File: config.mk
export PLATFORM = sky130hd
export DESIGN_NAME = divisor_function_unit
export DESIGN_NICKNAME = d
export VERILOG_FILES = /design/src/rtl/dfu_pkg.sv /design/src/rtl/divisor_function_unit.sv /design/src/rtl/dfu_serial_div.sv /design/src/rtl/dfu_serial_mul.sv
export VERILOG_INCLUDE_DIRS = /design/src /design/src/rtl
export SDC_FILE = /design/constraint.sdc
export NUM_CORES = 2
export LEC_CHECK = 0
export BUFFER_PORTS_ARGS = -buffer_cell sky130_fd_sc_hd__buf_4
export CAP_MARGIN = 20
export CORE_UTILIZATION = 60
export DETAILED_ROUTE_END_ITERATION = 12
export PLACE_DENSITY = 0.73
export SYNTH_ARGS = -nofsm -noshare
export SYNTH_HDL_FRONTEND = slang
export SYNTH_HIERARCHICAL = 1
export SYNTH_SLANG_ARGS = --single-unit
File: constraint.sdc
create_clock -name aclk -period 8.8 [get_ports aclk]
set_clock_uncertainty 0.2 [all_clocks]
set_input_delay 1.32 -clock aclk [delete_from_list [all_inputs] [get_ports aclk]]
set_output_delay 1.32 -clock aclk [all_outputs]
set_load 0.05 [all_outputs]
File: src/rtl/divisor_function_unit_macros.svh
// Assertion helpers shared by the design files.
`ifndef DIVISOR_FUNCTION_UNIT_MACROS_SVH
`define DIVISOR_FUNCTION_UNIT_MACROS_SVH

// Implication checked on every clock edge outside reset.
`define DFU_ASSERT_IMP(label, clk, rstn, ante, cons) \
    label: assert property (@(posedge clk) disable iff (!rstn) (ante) |-> (cons)) \
        else $error("assertion failed");

// Next-cycle implication checked outside reset.
`define DFU_ASSERT_NXT(label, clk, rstn, ante, cons) \
    label: assert property (@(posedge clk) disable iff (!rstn) (ante) |=> (cons)) \
        else $error("assertion failed");

`endif

File: src/rtl/dfu_pkg.sv
package dfu_pkg;

    localparam int VALUE_WIDTH  = 32;
    localparam int RESULT_WIDTH = 36;
    localparam int PERFECT_COUNT = 8;
    localparam int PIDX_WIDTH   = $clog2(PERFECT_COUNT + 1);
    // Internal accumulator width; wider than the result so saturation can be seen.
    localparam int ACC_WIDTH    = RESULT_WIDTH + 1;

    localparam logic [2:0] FUNC_DIGIT_SUM   = 3'd0;
    localparam logic [2:0] FUNC_DIVISOR_SUM = 3'd1;
    localparam logic [2:0] FUNC_FACTOR_CNT  = 3'd2;
    localparam logic [2:0] FUNC_PERFECT     = 3'd3;
    localparam logic [2:0] FUNC_PERFECT_CNT = 3'd4;

    localparam logic [RESULT_WIDTH-2:0] RESULT_MAX = '1;

    function automatic logic [63:0] perfect_num(input logic [PIDX_WIDTH-1:0] idx);
        logic [63:0] r;
        begin
            unique case (idx)
                4'd0:    r = 64'd6;
                4'd1:    r = 64'd28;
                4'd2:    r = 64'd496;
                4'd3:    r = 64'd8128;
                4'd4:    r = 64'd33550336;
                4'd5:    r = 64'd8589869056;
                4'd6:    r = 64'd137438691328;
                4'd7:    r = 64'd2305843008139952128;
                default: r = '1;
            endcase
            return r;
        end
    endfunction

    // Control from the sequencer to the serial divider and multiplier.
    typedef struct packed {
        logic start;
    } div_ctrl_t;

    typedef struct packed {
        logic busy;
        logic done;
    } div_stat_t;

endpackage

File: src/rtl/divisor_function_unit.sv
// Arithmetic-function unit: each input word carries a function code and a
// signed 32-bit value, and one 36-bit signed result word comes back. Codes:
// 0 decimal digit sum (negated for a negative value), 1 sum of divisors of
// |value| (saturating at 2^35-1), 2 prime factor count with multiplicity
// (0 below two), 3 perfect-number test (1 also for zero), 4 number of perfect
// numbers dividing value; other codes give 0. One word is processed at a
// time. Every division, including the by-ten steps of the digit sum, runs in
// a shared restoring divider, and each multiply of the divisor sum runs in a
// shift-and-add multiplier. The digit sum makes one division per decimal
// digit; the factor functions make at least one division per trial divisor
// up to sqrt(value), so a large prime takes far longer than a small or smooth
// value. The perfect divisor count makes one division per table entry not
// above value, at most five. The result register lets the next word be
// accepted while a result waits.
module divisor_function_unit (
    input  logic        aclk,
    input  logic        aresetn,
    input  logic        s_tvalid,
    output logic        s_tready,
    input  logic [39:0] s_tdata,   // [2:0] func, [34:3] value, [39:35] zero
    output logic        m_tvalid,
    input  logic        m_tready,
    output logic [39:0] m_tdata    // [35:0] result, [39:36] zero
);
    `include "divisor_function_unit_macros.svh"

    localparam int VW = dfu_pkg::VALUE_WIDTH;
    localparam int AW = dfu_pkg::ACC_WIDTH;
    localparam int RW = dfu_pkg::RESULT_WIDTH;
    localparam int PW = dfu_pkg::PIDX_WIDTH;

    typedef enum logic [9:0] {
        ST_IDLE  = 10'b0000000001,
        ST_DIG   = 10'b0000000010,  // divide remaining magnitude by ten
        ST_DIGW  = 10'b0000000100,
        ST_TRY   = 10'b0000001000,  // test loop bound and divide n by p
        ST_TRYW  = 10'b0000010000,
        ST_MUL   = 10'b0000100000,  // fold a prime power term into the sum
        ST_MULW  = 10'b0001000000,
        ST_PCHK  = 10'b0010000000,  // divide by, or compare with, next perfect number
        ST_PCHKW = 10'b0100000000,
        ST_OUT   = 10'b1000000000
    } state_t;

    state_t         state_reg, state_next;
    logic [2:0]     func_reg, func_next;
    logic           neg_reg, neg_next;
    logic [VW-1:0]  mag_reg, mag_next;   // |value| or the remaining n
    logic [VW-1:0]  p_reg, p_next;       // trial divisor
    logic [AW-1:0]  acc_reg, acc_next;   // digit sum, factor count, sigma or perfect result
    logic [AW-1:0]  pk_reg, pk_next;     // current prime power
    logic [AW-1:0]  term_reg, term_next; // 1 + p + ... + p^k
    logic           hit_reg, hit_next;   // p divided n at least once
    logic           final_reg, final_next;
    logic [PW-1:0]  pidx_reg, pidx_next;
    logic [RW-1:0]  res_reg, res_next;
    logic           mval_reg, mval_next;

    dfu_pkg::div_ctrl_t div_ctrl, mul_ctrl;
    dfu_pkg::div_stat_t div_stat, mul_stat;
    logic [AW-1:0]      div_a, div_b, div_q, div_r;
    logic [AW-1:0]      mul_a, mul_b, mul_p;
    logic [2:0]         in_func;
    logic [VW-1:0]      in_value;
    logic               accept;
    logic [63:0]        perf;

    assign in_func  = s_tdata[2:0];
    assign in_value = s_tdata[VW+2:3];
    assign s_tready = (state_reg == ST_IDLE);
    assign accept   = s_tvalid && s_tready;
    assign perf     = dfu_pkg::perfect_num(pidx_reg);

    dfu_serial_div u_div (
        .aclk      (aclk),
        .aresetn   (aresetn),
        .ctrl      (div_ctrl),
        .dividend  (div_a),
        .divisor   (div_b),
        .stat      (div_stat),
        .quotient  (div_q),
        .remainder (div_r)
    );

    dfu_serial_mul u_mul (
        .aclk    (aclk),
        .aresetn (aresetn),
        .ctrl    (mul_ctrl),
        .op_a    (mul_a),
        .op_b    (mul_b),
        .stat    (mul_stat),
        .product (mul_p)
    );

    always_comb begin
        state_next = state_reg;
        func_next  = func_reg;
        neg_next   = neg_reg;
        mag_next   = mag_reg;
        p_next     = p_reg;
        acc_next   = acc_reg;
        pk_next    = pk_reg;
        term_next  = term_reg;
        hit_next   = hit_reg;
        final_next = final_reg;
        pidx_next  = pidx_reg;
        res_next   = res_reg;
        mval_next  = mval_reg;
        div_ctrl.start = 1'b0;
        mul_ctrl.start = 1'b0;
        div_a = AW'(mag_reg);
        div_b = AW'(p_reg);
        mul_a = acc_reg;
        mul_b = final_reg ? AW'(mag_reg) + AW'(1) : term_reg;
        if (mval_reg && m_tready) mval_next = 1'b0;

        unique case (state_reg)
            ST_IDLE: begin
                if (accept) begin
                    func_next = in_func;
                    neg_next  = in_value[VW-1];
                    mag_next  = in_value[VW-1] ? VW'(-in_value) : in_value;
                    p_next    = VW'(2);
                    acc_next  = '0;
                    pidx_next = '0;
                    hit_next  = 1'b0;
                    final_next = 1'b0;
                    unique case (in_func)
                        dfu_pkg::FUNC_DIGIT_SUM: state_next = ST_DIG;
                        dfu_pkg::FUNC_DIVISOR_SUM: begin
                            acc_next   = AW'(1);
                            pk_next    = AW'(1);
                            term_next  = AW'(1);
                            state_next = ST_TRY;
                        end
                        dfu_pkg::FUNC_FACTOR_CNT: state_next = ST_TRY;
                        dfu_pkg::FUNC_PERFECT: begin
                            // Compare against the table one entry a cycle.
                            acc_next   = AW'(in_value == '0);
                            state_next = ST_PCHK;
                        end
                        dfu_pkg::FUNC_PERFECT_CNT: state_next = ST_PCHK;
                        default: state_next = ST_OUT;
                    endcase
                end
            end
            ST_DIG: begin
                if (mag_reg == '0) begin
                    state_next = ST_OUT;
                end else begin
                    div_b = AW'(10);
                    div_ctrl.start = 1'b1;
                    state_next = ST_DIGW;
                end
            end
            ST_DIGW: begin
                if (div_stat.done) begin
                    acc_next   = acc_reg + div_r;
                    mag_next   = VW'(div_q);
                    state_next = ST_DIG;
                end
            end
            ST_TRY: begin
                // The loop runs while p*p <= n; a division n/p gives the bound.
                if (func_reg == dfu_pkg::FUNC_DIVISOR_SUM && mag_reg == '0) begin
                    acc_next   = '0;
                    state_next = ST_OUT;
                end else if (func_reg == dfu_pkg::FUNC_FACTOR_CNT && neg_reg) begin
                    state_next = ST_OUT;
                end else if (AW'(p_reg) > AW'(mag_reg)) begin
                    // p exceeds n, so p*p > n as well: the loop is over.
                    if (hit_reg && func_reg == dfu_pkg::FUNC_DIVISOR_SUM) begin
                        // The last strip left n at one; its term is still open.
                        hit_next = 1'b0;
                        mul_ctrl.start = 1'b1;
                        state_next = ST_MULW;
                    end else if (mag_reg > VW'(1)) begin
                        if (func_reg == dfu_pkg::FUNC_FACTOR_CNT) begin
                            acc_next   = acc_reg + AW'(1);
                            state_next = ST_OUT;
                        end else begin
                            final_next = 1'b1;
                            mul_b = AW'(mag_reg) + AW'(1);
                            mul_ctrl.start = 1'b1;
                            state_next = ST_MULW;
                        end
                    end else begin
                        state_next = ST_OUT;
                    end
                end else begin
                    div_ctrl.start = 1'b1;
                    state_next = ST_TRYW;
                end
            end
            ST_TRYW: begin
                if (div_stat.done) begin
                    if (div_r == '0) begin
                        // p divides n: strip one factor and try p again.
                        mag_next = VW'(div_q);
                        hit_next = 1'b1;
                        if (func_reg == dfu_pkg::FUNC_FACTOR_CNT) begin
                            acc_next = acc_reg + AW'(1);
                        end else begin
                            state_next = ST_MUL;
                        end
                        if (func_reg == dfu_pkg::FUNC_FACTOR_CNT) state_next = ST_TRY;
                    end else if (hit_reg && func_reg == dfu_pkg::FUNC_DIVISOR_SUM) begin
                        // Done with this prime: fold term into the sum.
                        hit_next = 1'b0;
                        mul_ctrl.start = 1'b1;
                        state_next = ST_MULW;
                    end else if (div_q < AW'(p_reg)) begin
                        // p > n/p: the trial loop is over.
                        hit_next = 1'b0;
                        if (mag_reg > VW'(1)) begin
                            if (func_reg == dfu_pkg::FUNC_FACTOR_CNT) begin
                                acc_next   = acc_reg + AW'(1);
                                state_next = ST_OUT;
                            end else begin
                                final_next = 1'b1;
                                mul_b = AW'(mag_reg) + AW'(1);
                                mul_ctrl.start = 1'b1;
                                state_next = ST_MULW;
                            end
                        end else begin
                            state_next = ST_OUT;
                        end
                    end else begin
                        hit_next = 1'b0;
                        p_next   = p_reg + VW'(1);
                        state_next = ST_TRY;
                    end
                end
            end
            ST_MUL: begin
                // pk *= p, then term += pk, on the shared multiplier.
                mul_a = pk_reg;
                mul_b = AW'(p_reg);
                if (!mul_stat.busy && !mul_stat.done && !final_reg) begin
                    mul_ctrl.start = 1'b1;
                    final_next = 1'b0;
                    state_next = ST_MULW;
                    hit_next   = 1'b1;
                    pidx_next  = PW'(1);   // marks a prime power step
                end
            end
            ST_MULW: begin
                mul_a = (pidx_reg == PW'(1)) ? pk_reg : acc_reg;
                mul_b = (pidx_reg == PW'(1)) ? AW'(p_reg)
                      : (final_reg ? AW'(mag_reg) + AW'(1) : term_reg);
                if (mul_stat.done) begin
                    if (pidx_reg == PW'(1)) begin
                        pidx_next = '0;
                        pk_next   = mul_p;
                        term_next = (term_reg + mul_p > AW'(dfu_pkg::RESULT_MAX))
                                  ? AW'(dfu_pkg::RESULT_MAX) : term_reg + mul_p;
                        state_next = ST_TRY;
                    end else begin
                        acc_next  = mul_p;
                        pk_next   = AW'(1);
                        term_next = AW'(1);
                        if (final_reg) begin
                            state_next = ST_OUT;
                        end else begin
                            p_next     = p_reg + VW'(1);
                            state_next = ST_TRY;
                        end
                    end
                end
            end
            ST_PCHK: begin
                if (pidx_reg == PW'(dfu_pkg::PERFECT_COUNT) || neg_reg || mag_reg == '0) begin
                    state_next = ST_OUT;
                end else if (func_reg == dfu_pkg::FUNC_PERFECT) begin
                    if (perf == 64'(mag_reg)) acc_next = AW'(1);
                    pidx_next = pidx_reg + PW'(1);
                end else if (perf > 64'(mag_reg)) begin
                    state_next = ST_OUT;
                end else begin
                    div_b = AW'(perf);
                    div_ctrl.start = 1'b1;
                    state_next = ST_PCHKW;
                end
            end
            ST_PCHKW: begin
                div_b = AW'(perf);
                if (div_stat.done) begin
                    if (div_r == '0) acc_next = acc_reg + AW'(1);
                    pidx_next  = pidx_reg + PW'(1);
                    state_next = ST_PCHK;
                end
            end
            ST_OUT: begin
                if (!mval_reg) begin
                    if (func_reg == dfu_pkg::FUNC_DIGIT_SUM && neg_reg)
                        res_next = RW'(-acc_reg);
                    else if (func_reg > dfu_pkg::FUNC_PERFECT_CNT)
                        res_next = '0;
                    else
                        res_next = acc_reg[RW-1:0];
                    mval_next  = 1'b1;
                    state_next = ST_IDLE;
                end
            end
            default: state_next = ST_IDLE;
        endcase
    end

    always_ff @(posedge aclk) begin
        if (!aresetn) begin
            state_reg <= ST_IDLE;
            mval_reg  <= 1'b0;
        end else begin
            state_reg <= state_next;
            mval_reg  <= mval_next;
        end
        func_reg  <= func_next;
        neg_reg   <= neg_next;
        mag_reg   <= mag_next;
        p_reg     <= p_next;
        acc_reg   <= acc_next;
        pk_reg    <= pk_next;
        term_reg  <= term_next;
        hit_reg   <= hit_next;
        final_reg <= final_next;
        pidx_reg  <= pidx_next;
        res_reg   <= res_next;
    end

    assign m_tvalid = mval_reg;
    assign m_tdata  = {4'b0, res_reg};

    `DFU_ASSERT_NXT(a_result_holds, aclk, aresetn, m_tvalid && !m_tready,
                    m_tvalid && $stable(m_tdata))
    `DFU_ASSERT_IMP(a_no_accept_busy, aclk, aresetn, state_reg != ST_IDLE, !s_tready)
    `DFU_ASSERT_IMP(a_div_only_in_wait, aclk, aresetn, div_stat.done,
                    state_reg == ST_DIGW || state_reg == ST_TRYW || state_reg == ST_PCHKW)
    `DFU_ASSERT_IMP(a_div_busy_in_wait, aclk, aresetn, div_stat.busy,
                    state_reg == ST_DIGW || state_reg == ST_TRYW || state_reg == ST_PCHKW)

endmodule

File: src/rtl/dfu_serial_div.sv
// Restoring divider, one quotient bit per cycle, MSB first.
module dfu_serial_div (
    input  logic                            aclk,
    input  logic                            aresetn,
    input  dfu_pkg::div_ctrl_t              ctrl,
    input  logic [dfu_pkg::ACC_WIDTH-1:0]   dividend,
    input  logic [dfu_pkg::ACC_WIDTH-1:0]   divisor,
    output dfu_pkg::div_stat_t              stat,
    output logic [dfu_pkg::ACC_WIDTH-1:0]   quotient,
    output logic [dfu_pkg::ACC_WIDTH-1:0]   remainder
);
    `include "divisor_function_unit_macros.svh"

    localparam int W  = dfu_pkg::ACC_WIDTH;
    localparam int CW = $clog2(W + 1);

    logic [W-1:0]  quo_reg, quo_next;
    logic [W-1:0]  rem_reg, rem_next;
    logic [W-1:0]  dvs_reg, dvs_next;
    logic [CW-1:0] cnt_reg, cnt_next;
    logic          busy_reg, busy_next;
    logic          done_reg, done_next;
    logic [W:0]    trial;

    always_comb begin
        quo_next  = quo_reg;
        rem_next  = rem_reg;
        dvs_next  = dvs_reg;
        cnt_next  = cnt_reg;
        busy_next = busy_reg;
        done_next = 1'b0;
        trial     = {rem_reg, quo_reg[W-1]} - {1'b0, dvs_reg};
        if (ctrl.start) begin
            quo_next  = dividend;
            rem_next  = '0;
            dvs_next  = divisor;
            cnt_next  = CW'(W);
            busy_next = 1'b1;
        end else if (busy_reg) begin
            if (trial[W]) begin
                rem_next = {rem_reg[W-2:0], quo_reg[W-1]};
                quo_next = {quo_reg[W-2:0], 1'b0};
            end else begin
                rem_next = trial[W-1:0];
                quo_next = {quo_reg[W-2:0], 1'b1};
            end
            cnt_next = cnt_reg - 1'b1;
            if (cnt_reg == CW'(1)) begin
                busy_next = 1'b0;
                done_next = 1'b1;
            end
        end
    end

    always_ff @(posedge aclk) begin
        if (!aresetn) begin
            busy_reg <= 1'b0;
            done_reg <= 1'b0;
            cnt_reg  <= '0;
        end else begin
            busy_reg <= busy_next;
            done_reg <= done_next;
            cnt_reg  <= cnt_next;
        end
        quo_reg <= quo_next;
        rem_reg <= rem_next;
        dvs_reg <= dvs_next;
    end

    assign stat.busy = busy_reg;
    assign stat.done = done_reg;
    assign quotient  = quo_reg;
    assign remainder = rem_reg;

    `DFU_ASSERT_NXT(a_div_done_after_busy, aclk, aresetn, done_next, !busy_reg)
    `DFU_ASSERT_IMP(a_div_idle_count, aclk, aresetn, !busy_reg, cnt_reg == '0 || done_reg == 1'b0)
    `DFU_ASSERT_IMP(a_div_done_not_busy, aclk, aresetn, done_reg, !busy_reg)

endmodule

File: src/rtl/dfu_serial_mul.sv
// Shift-and-add multiplier, one multiplier bit per cycle, saturating result.
module dfu_serial_mul (
    input  logic                            aclk,
    input  logic                            aresetn,
    input  dfu_pkg::div_ctrl_t              ctrl,
    input  logic [dfu_pkg::ACC_WIDTH-1:0]   op_a,
    input  logic [dfu_pkg::ACC_WIDTH-1:0]   op_b,
    output dfu_pkg::div_stat_t              stat,
    output logic [dfu_pkg::ACC_WIDTH-1:0]   product
);
    `include "divisor_function_unit_macros.svh"

    localparam int W  = dfu_pkg::ACC_WIDTH;
    localparam int CW = $clog2(W + 1);
    localparam logic [W-1:0] SAT = W'(dfu_pkg::RESULT_MAX);

    logic [W-1:0]  acc_reg, acc_next;
    logic [W-1:0]  mcd_reg, mcd_next;
    logic [W-1:0]  mpr_reg, mpr_next;
    logic          ovf_reg, ovf_next;
    logic [CW-1:0] cnt_reg, cnt_next;
    logic          busy_reg, busy_next;
    logic          done_reg, done_next;
    logic [W:0]    sum;

    // The multiplicand is shifted left each step; once it or the sum passes
    // the saturation value while bits remain, the product is pinned.
    always_comb begin
        acc_next  = acc_reg;
        mcd_next  = mcd_reg;
        mpr_next  = mpr_reg;
        ovf_next  = ovf_reg;
        cnt_next  = cnt_reg;
        busy_next = busy_reg;
        done_next = 1'b0;
        sum       = {1'b0, acc_reg} + {1'b0, mcd_reg};
        if (ctrl.start) begin
            acc_next  = '0;
            mcd_next  = op_a;
            mpr_next  = op_b;
            ovf_next  = (op_a == '0) || (op_b == '0) ? 1'b0 : (op_a > SAT || op_b > SAT);
            cnt_next  = CW'(W);
            busy_next = 1'b1;
        end else if (busy_reg) begin
            if (mpr_reg[0]) begin
                if (sum > {1'b0, SAT}) ovf_next = 1'b1;
                else acc_next = sum[W-1:0];
            end
            if (mpr_reg[W-1:1] != '0 && mcd_reg > (SAT >> 1)) ovf_next = 1'b1;
            mcd_next = {mcd_reg[W-2:0], 1'b0};
            mpr_next = {1'b0, mpr_reg[W-1:1]};
            cnt_next = cnt_reg - 1'b1;
            if (cnt_reg == CW'(1)) begin
                busy_next = 1'b0;
                done_next = 1'b1;
            end
        end
    end

    always_ff @(posedge aclk) begin
        if (!aresetn) begin
            busy_reg <= 1'b0;
            done_reg <= 1'b0;
            cnt_reg  <= '0;
        end else begin
            busy_reg <= busy_next;
            done_reg <= done_next;
            cnt_reg  <= cnt_next;
        end
        acc_reg <= acc_next;
        mcd_reg <= mcd_next;
        mpr_reg <= mpr_next;
        ovf_reg <= ovf_next;
    end

    assign stat.busy = busy_reg;
    assign stat.done = done_reg;
    assign product   = ovf_reg ? SAT : acc_reg;

    `DFU_ASSERT_IMP(a_mul_done_not_busy, aclk, aresetn, done_reg, !busy_reg)
    `DFU_ASSERT_IMP(a_mul_in_range, aclk, aresetn, done_reg, product <= SAT)

endmodule

# ---- Yosys cells after proc, flatten, opt, wreduce, memory -nomap -nowiden
# Memory sizes are Yosys's and may differ from the RTL's. A register that Yosys moved wholly into a read port is not among the register bits.
# Cells that the tools add are included.
dict set report op_classes {
  n_eq_ne 53
  magnitude_cmp 10
  n_addsub 12
  muxes 173
  bitwise_logic 5
  reduce_logical 52
}
# op count
set op_table {}
lappend op_table {{$mux W37} 48}
lappend op_table {{$mux W32} 16}
lappend op_table {{$pmux W37 S7} 1}
lappend op_table {{$pmux W37 S2} 3}
lappend op_table {{$mux W10} 22}
lappend op_table {{$pmux W32 S3} 2}
lappend op_table {{$pmux W37 S4} 1}
lappend op_table {{$gt A37 B35 Y1 const B} 3}
lappend op_table {{$logic_not A37 Y1} 3}
lappend op_table {{$pmux W37 S3} 1}
lappend op_table {{$pmux W10 S10} 1}
lappend op_table {{$add A37 B37 Y37} 2}
lappend op_table {{$mux W36} 2}
lappend op_table {{$eq A64 B32 Y1} 1}
lappend op_table {{$gt A64 B32 Y1} 1}
lappend op_table {{$logic_not A32 Y1} 2}
lappend op_table {{$mux W64} 1}
lappend op_table {{$mux W1} 55}
lappend op_table {{$add A37 B37 Y38} 1}
lappend op_table {{$gt A38 B35 Y1 const B} 1}
lappend op_table {{$ne A2 B2 Y1 const B} 19}
lappend op_table {{$sub A38 B37 Y38} 1}
lappend op_table {{$add A37 B1 Y37 const B} 1}
lappend op_table {{$gt A37 B34 Y1 const B} 1}
lappend op_table {{57 further kinds} 116}
dict set report totals {
  in_bits 44
  out_inout_bits 42
  mem_count 1
  elab_cells 335
  ff_bits 471
  rom_bits 480
}
# memory depth word_bits rd rd_ports_with_merged_regs write_ports line_no
set memory_table {}
lappend memory_table {{(no name shown)} 8 60 1 1 0 dfu_pkg.sv:21} ;# unique case (idx)

# ---- Logic depth before layout (Yosys ltp)
dict set report logic_depth {
  word_depth 13
  depth_mapped 20
  ltp_nobuf 18
}

# ---- By module
# Netlist, hierarchy kept.
# mod seq_area_each_um2 cells_per_inst instances area_each_um2
set modules_own_cells {}
lappend modules_own_cells {divisor_function_unit 7156.9 2550 1 22206.3}
lappend modules_own_cells {dfu_serial_mul 3153.0 742 1 7773.7}
lappend modules_own_cells {dfu_serial_div 3123.0 716 1 7269.5}

# ---- Worst setup path after synthesis
# No wires, ideal clock.
dict set report synth_path {
  kind {flip-flop to flip-flop}
  startpoint {register pidx_reg[3]}
  endpoint {register u_div.quo_reg[0] (netlist: u_div/quotient[0]), enable pin}
  stages_incl_launch_ff 15
  slack_ps 1954
  required_ps 8205
  path_buffers 3
  arrival_ps 6251
  setup_time_ps 395
  period_less_slack_ps 6846
  path_cell_list {edfxtp_1 -> clkbuf_1 -> or2_2 -> ha_1 -> nand4_1 -> nor4_1 -> nand3_1 -> o211ai_1 -> nand2_1 -> or3_1 -> buf_2 -> o221ai_1 -> inv_1 -> clkbuf_1 -> nand2_1}
}
dict set report synth_via {
  elab_chain_cells 7
  elab_cells_between_ends 10
  classes_between {1 x order compare; 1 x eq/ne; 5 x mux; 3 x reduce/logical}
}
# item line_no
set synth_rtl {}
lappend synth_rtl {{start: declaration} divisor_function_unit.sv:55} ;# logic [PW-1:0] pidx_reg, pidx_next;
lappend synth_rtl {{start signal: assignment} divisor_function_unit.sv:326} ;# pidx_reg <= pidx_next;
lappend synth_rtl {{$mux W64} dfu_pkg.sv:21}
lappend synth_rtl {{$gt A64 B32 Y1} divisor_function_unit.sv:277} ;# end else if (perf > 64'(mag_reg)) begin
lappend synth_rtl {{$mux W1} divisor_function_unit.sv:277}
lappend synth_rtl {{$mux W1} divisor_function_unit.sv:274} ;# end else if (func_reg == dfu_pkg::FUNC_PERFECT) begin
lappend synth_rtl {{$mux W1 *} divisor_function_unit.sv:272} ;# if (pidx_reg == PW'(dfu_pkg::PERFECT_COUNT) || neg_reg || mag_reg == '0) begin
lappend synth_rtl {{$pmux W1 S3 *} divisor_function_unit.sv:117} ;# unique case (state_reg)
lappend synth_rtl {{named net div_ctrl} divisor_function_unit.sv:59} ;# dfu_pkg::div_ctrl_t div_ctrl, mul_ctrl;
lappend synth_rtl {{$reduce_bool A2 Y1 (no source line) *} n/a}
lappend synth_rtl {{end signal: assignment} dfu_serial_div.sv:65} ;# quo_reg <= quo_next;
lappend synth_rtl {{end: declaration} dfu_serial_div.sv:17} ;# logic [W-1:0] quo_reg, quo_next;
# The timed path passes the listed nets; every way through them passes the cells marked *.
# A chain may end at the register's enable or synchronous reset.

# ---- Worst setup path after layout
dict set report layout_path {
  startpoint {register mag_reg[26]}
  endpoint {register u_mul.ovf_reg (data pin)}
}
dict set report layout_via {
  elab_cells_between_ends 34
  classes_between {1 x add/sub; 3 x order compare; 25 x mux; 5 x reduce/logical}
}
# item line_no
set layout_lines {}
lappend layout_lines {{start: declaration} divisor_function_unit.sv:48} ;# logic [VW-1:0] mag_reg, mag_next;
lappend layout_lines {{start signal: assignment} divisor_function_unit.sv:319} ;# mag_reg <= mag_next;
lappend layout_lines {{$gt A32 B1 Y1} {divisor_function_unit.sv:177, divisor_function_unit.sv:215}}
lappend layout_lines {{$mux W37} divisor_function_unit.sv:215} ;# if (mag_reg > VW'(1)) begin
lappend layout_lines {{$mux W37 (on tied branches)} {divisor_function_unit.sv:212, divisor_function_unit.sv:172}}
lappend layout_lines {{$mux W37 (on tied branches)} {divisor_function_unit.sv:207, divisor_function_unit.sv:170}}
lappend layout_lines {{$mux W37 (on tied branches)} {divisor_function_unit.sv:197, divisor_function_unit.sv:168}}
lappend layout_lines {{$mux W37 (on tied branches)} {divisor_function_unit.sv:196, divisor_function_unit.sv:165}}
lappend layout_lines {{$pmux W37 S4 *} divisor_function_unit.sv:117}
lappend layout_lines {{named net mul_b[4]} divisor_function_unit.sv:62} ;# logic [AW-1:0] mul_a, mul_b, mul_p;
lappend layout_lines {{$gt A37 B35 Y1 / $logic_not A37 Y1 (equally long branches)} dfu_serial_mul.sv:41} ;# ovf_next = (op_a == '0) || (op_b == '0) ? 1'b0 : (op_a > SAT || op_b > SAT);
lappend layout_lines {{$logic_or A1 B1 Y1} dfu_serial_mul.sv:41}
lappend layout_lines {{$mux W1 *} dfu_serial_mul.sv:41}
lappend layout_lines {{$mux W1 *} dfu_serial_mul.sv:37} ;# if (ctrl.start) begin
lappend layout_lines {{end signal: assignment} dfu_serial_mul.sv:73} ;# ovf_reg <= ovf_next;
lappend layout_lines {{end: declaration} dfu_serial_mul.sv:20} ;# logic ovf_reg, ovf_next;
# Marks and branches as above.

==> flow_metrics.env <==
export IMPL_worst_max_slew_margin_expressed_relative_to_the_limit_pct=15.2
export IMPL_io_pins=86
export IMPL_maximum_number_of_pins_on_one_net_before_global_route_repair=80
export IMPL_cts_hold_buffers=0
export IMPL_track_usage_pct=38.0
export IMPL_detailed_place_area_mm2=0.0382
export IMPL_maximum_count_of_clock_buffers_along_a_single_path=3
export IMPL_total_area_of_multi_input_combinational_cells_mm2=0.0223
export IMPL_detail_route_antenna_nets=0
export IMPL_final_max_slew_viol_count=0
export IMPL_totalNegativeSetupSlack_ps=0
export IMPL_floorplan_die_width_um=251
export IMPL_holdCritPathClass="reg -> reg"
export IMPL_core_rowCount=90
export IMPL_synth_area_mm2=0.0372
export IMPL_fillCellCount=5060
export IMPL_cpPeakStageDelay_ps=640
export IMPL_worstSkewPairLatency_ps=640
export IMPL_num_nets_final=4291
export IMPL_critical_path_arrival_ps=6250
export IMPL_detailedPlacementHpwl_um=89600
export IMPL_cp_cell_sequence="inv_1, ha_1, nand2_1, or2_1, nor4_1, o32ai_1, a2111oi_4, o21ai_2, a31oi_4, nor2_4, and2_1, a221o_1, nor4_1, nand4_1, nor2_1, a41oi_1, nor3_1, o21ai_0"
export IMPL_core_area_mm2=0.0608
export IMPL_p_leak_nw=15.4
export IMPL_clock_tree_from_tritoncts="done"
export IMPL_critPathSlowestCell="nor4_1"
export IMPL_finalCritPeriodShare_pct=69.3
export IMPL_first_global_vias=29987
export IMPL_finalSetupViolations=0
export IMPL_grt_pass1_wl_um=183000
export IMPL_port_buffer_count=76
export IMPL_run_status="finished, final reports clean"
export IMPL_syn_inst=4007
export IMPL_clock_sink_count=486
export IMPL_drt_first_pass_iters=7
export IMPL_drc=0
export IMPL_post_cts_setup_buffers=0
export IMPL_layout_min_cycle_time_ps=6100
export IMPL_pwr_density_cell_mw_per_mm2=295
export IMPL_critPathMaxFanout=19
export IMPL_detail_route_wirelength_um=122000
export IMPL_cts_buffers_inserted=56
export IMPL_floorplan_die_area_mm2=0.0631
export IMPL_critical_path_top_cell_by_count="nor4_1"
export IMPL_worst_setup_path_start_kind="flop"
export IMPL_worstSetupEndpointType="flop"
export IMPL_ff_latch_area_mm2=0.0134
export IMPL_fin_cells=4817
export IMPL_clk_transition_reported_paths_ps=60
export IMPL_final_area_mm2=0.0401
export IMPL_final_hold_viol_count=0
export IMPL_initial_core_util_pct=61.2
export IMPL_synth_warnings=6
export IMPL_crit_buf_inv=1
export IMPL_htree_num_levels=2
export IMPL_total_power_mw=11.8
export IMPL_routabilityCongestion=1.02
export IMPL_max_vdd_ir_drop_v=0.000206
export IMPL_synthesis_area_per_instance_um2=9.29
export IMPL_worst_pin_slew_ps=1260
export IMPL_post_drt_wl_per_cell_um=25.2
export IMPL_max_clock_freq_ghz=0.164
export IMPL_clk_root_buffer_cell="clkbuf_16"
export IMPL_route_detailed_vias_per_inst=6.73
export IMPL_area_delta_synth_final_pct=7.69
export IMPL_route_vias_total=32399
export IMPL_crit_required_ps=8960
export IMPL_post_cts_resized_instances=0
export IMPL_drive_above_1_share_pct=14.4
export IMPL_dieHeight_um=251
export IMPL_timing_setup_critical_path_class="reg -> reg"
export IMPL_gr_total_overflow=0
export IMPL_timing_max_cap_violations=0
export IMPL_drt_iter0_drc=3837
export IMPL_numPlacedInstances=4708
export IMPL_antenna_found_initial=12
export IMPL_rsz_0062_raised_after_global_routing="false"
export IMPL_cp_top_family="simple AND/OR/NAND/NOR gates"
[routing by layer]
metal | global-route usage [%] | vias to the layer above | part of all wire [%]
met5 | 0 | - | 0.074
met1 | 54.0 | 15481 | 43
met4 | 15.1 | 12 | 4.1
met3 | 7.79 | 265 | 11
met2 | 56.5 | 1602 | 43
li1 | - | 15039 | -
[path summary, 6_finish.rpt]
kind | startpoint | end | slack (ps) | depth (start not counted)
min | u_mul/acc_reg[28] | u_mul/acc_reg[28] | 280 | 2
max | mag_reg[26] | u_mul/ovf_reg | 2700 | 18
max reg2reg | mag_reg[26] | u_mul/ovf_reg | 2700 | 18
min reg2reg | u_mul/acc_reg[28] | u_mul/acc_reg[28] | 280 | 2
[per-stage QoR]
step	worst slack (ps)	hold slack [ps]	utilization, %
floorplan	1950	252	-
global placement	3120	262	62.8
detailed placement	2940	269	62.8
CTS	2960	278	65.9
global route	2630	293	65.9
finish	2700	276	66.0
[power breakdown]
| part | total, mW | switching, mW | internal, mW |
|---|---|---|---|
| clock | 2.45 | 1.05 | 1.39 |
| sequential | 3.96 | 0.956 | 3.00 |
| combinational | 5.44 | 3.36 | 2.08 |
[worst register-to-register path: cells and delay by family (launching register included)]
kind | cells | cell delay [ps]
AOI/OAI and AO/OA | 7 | 2150
adders and majority gates | 1 | 300
buffers and inverters | 1 | 150
DFF | 1 | 480
and+or+nand+nor | 9 | 2540
[cells in the final DEF, fill, tap and decap left out, drive strengths merged, types with 135 or more instances in the layout]
master and count:
edfxtp 370, inv 170, nor2 282, o21ai 308, nand2 311, mux2 147, a21oi 273, nand3 136
ha 259, xnor2 135
[area by class of cell]
cell class / count / share of cell area (%)
inverter: 170 / 1.59
clock inverter: 37 / 0.874
tap: 782 / 2.44
sequential: 486 / 33.5
clock buffer: 68 / 3.84
multi-input combinational: 3151 / 55.5
antenna: 4 / 0.0250
timing repair buffer: 119 / 2.23
(Power assumes the default switching activity.)
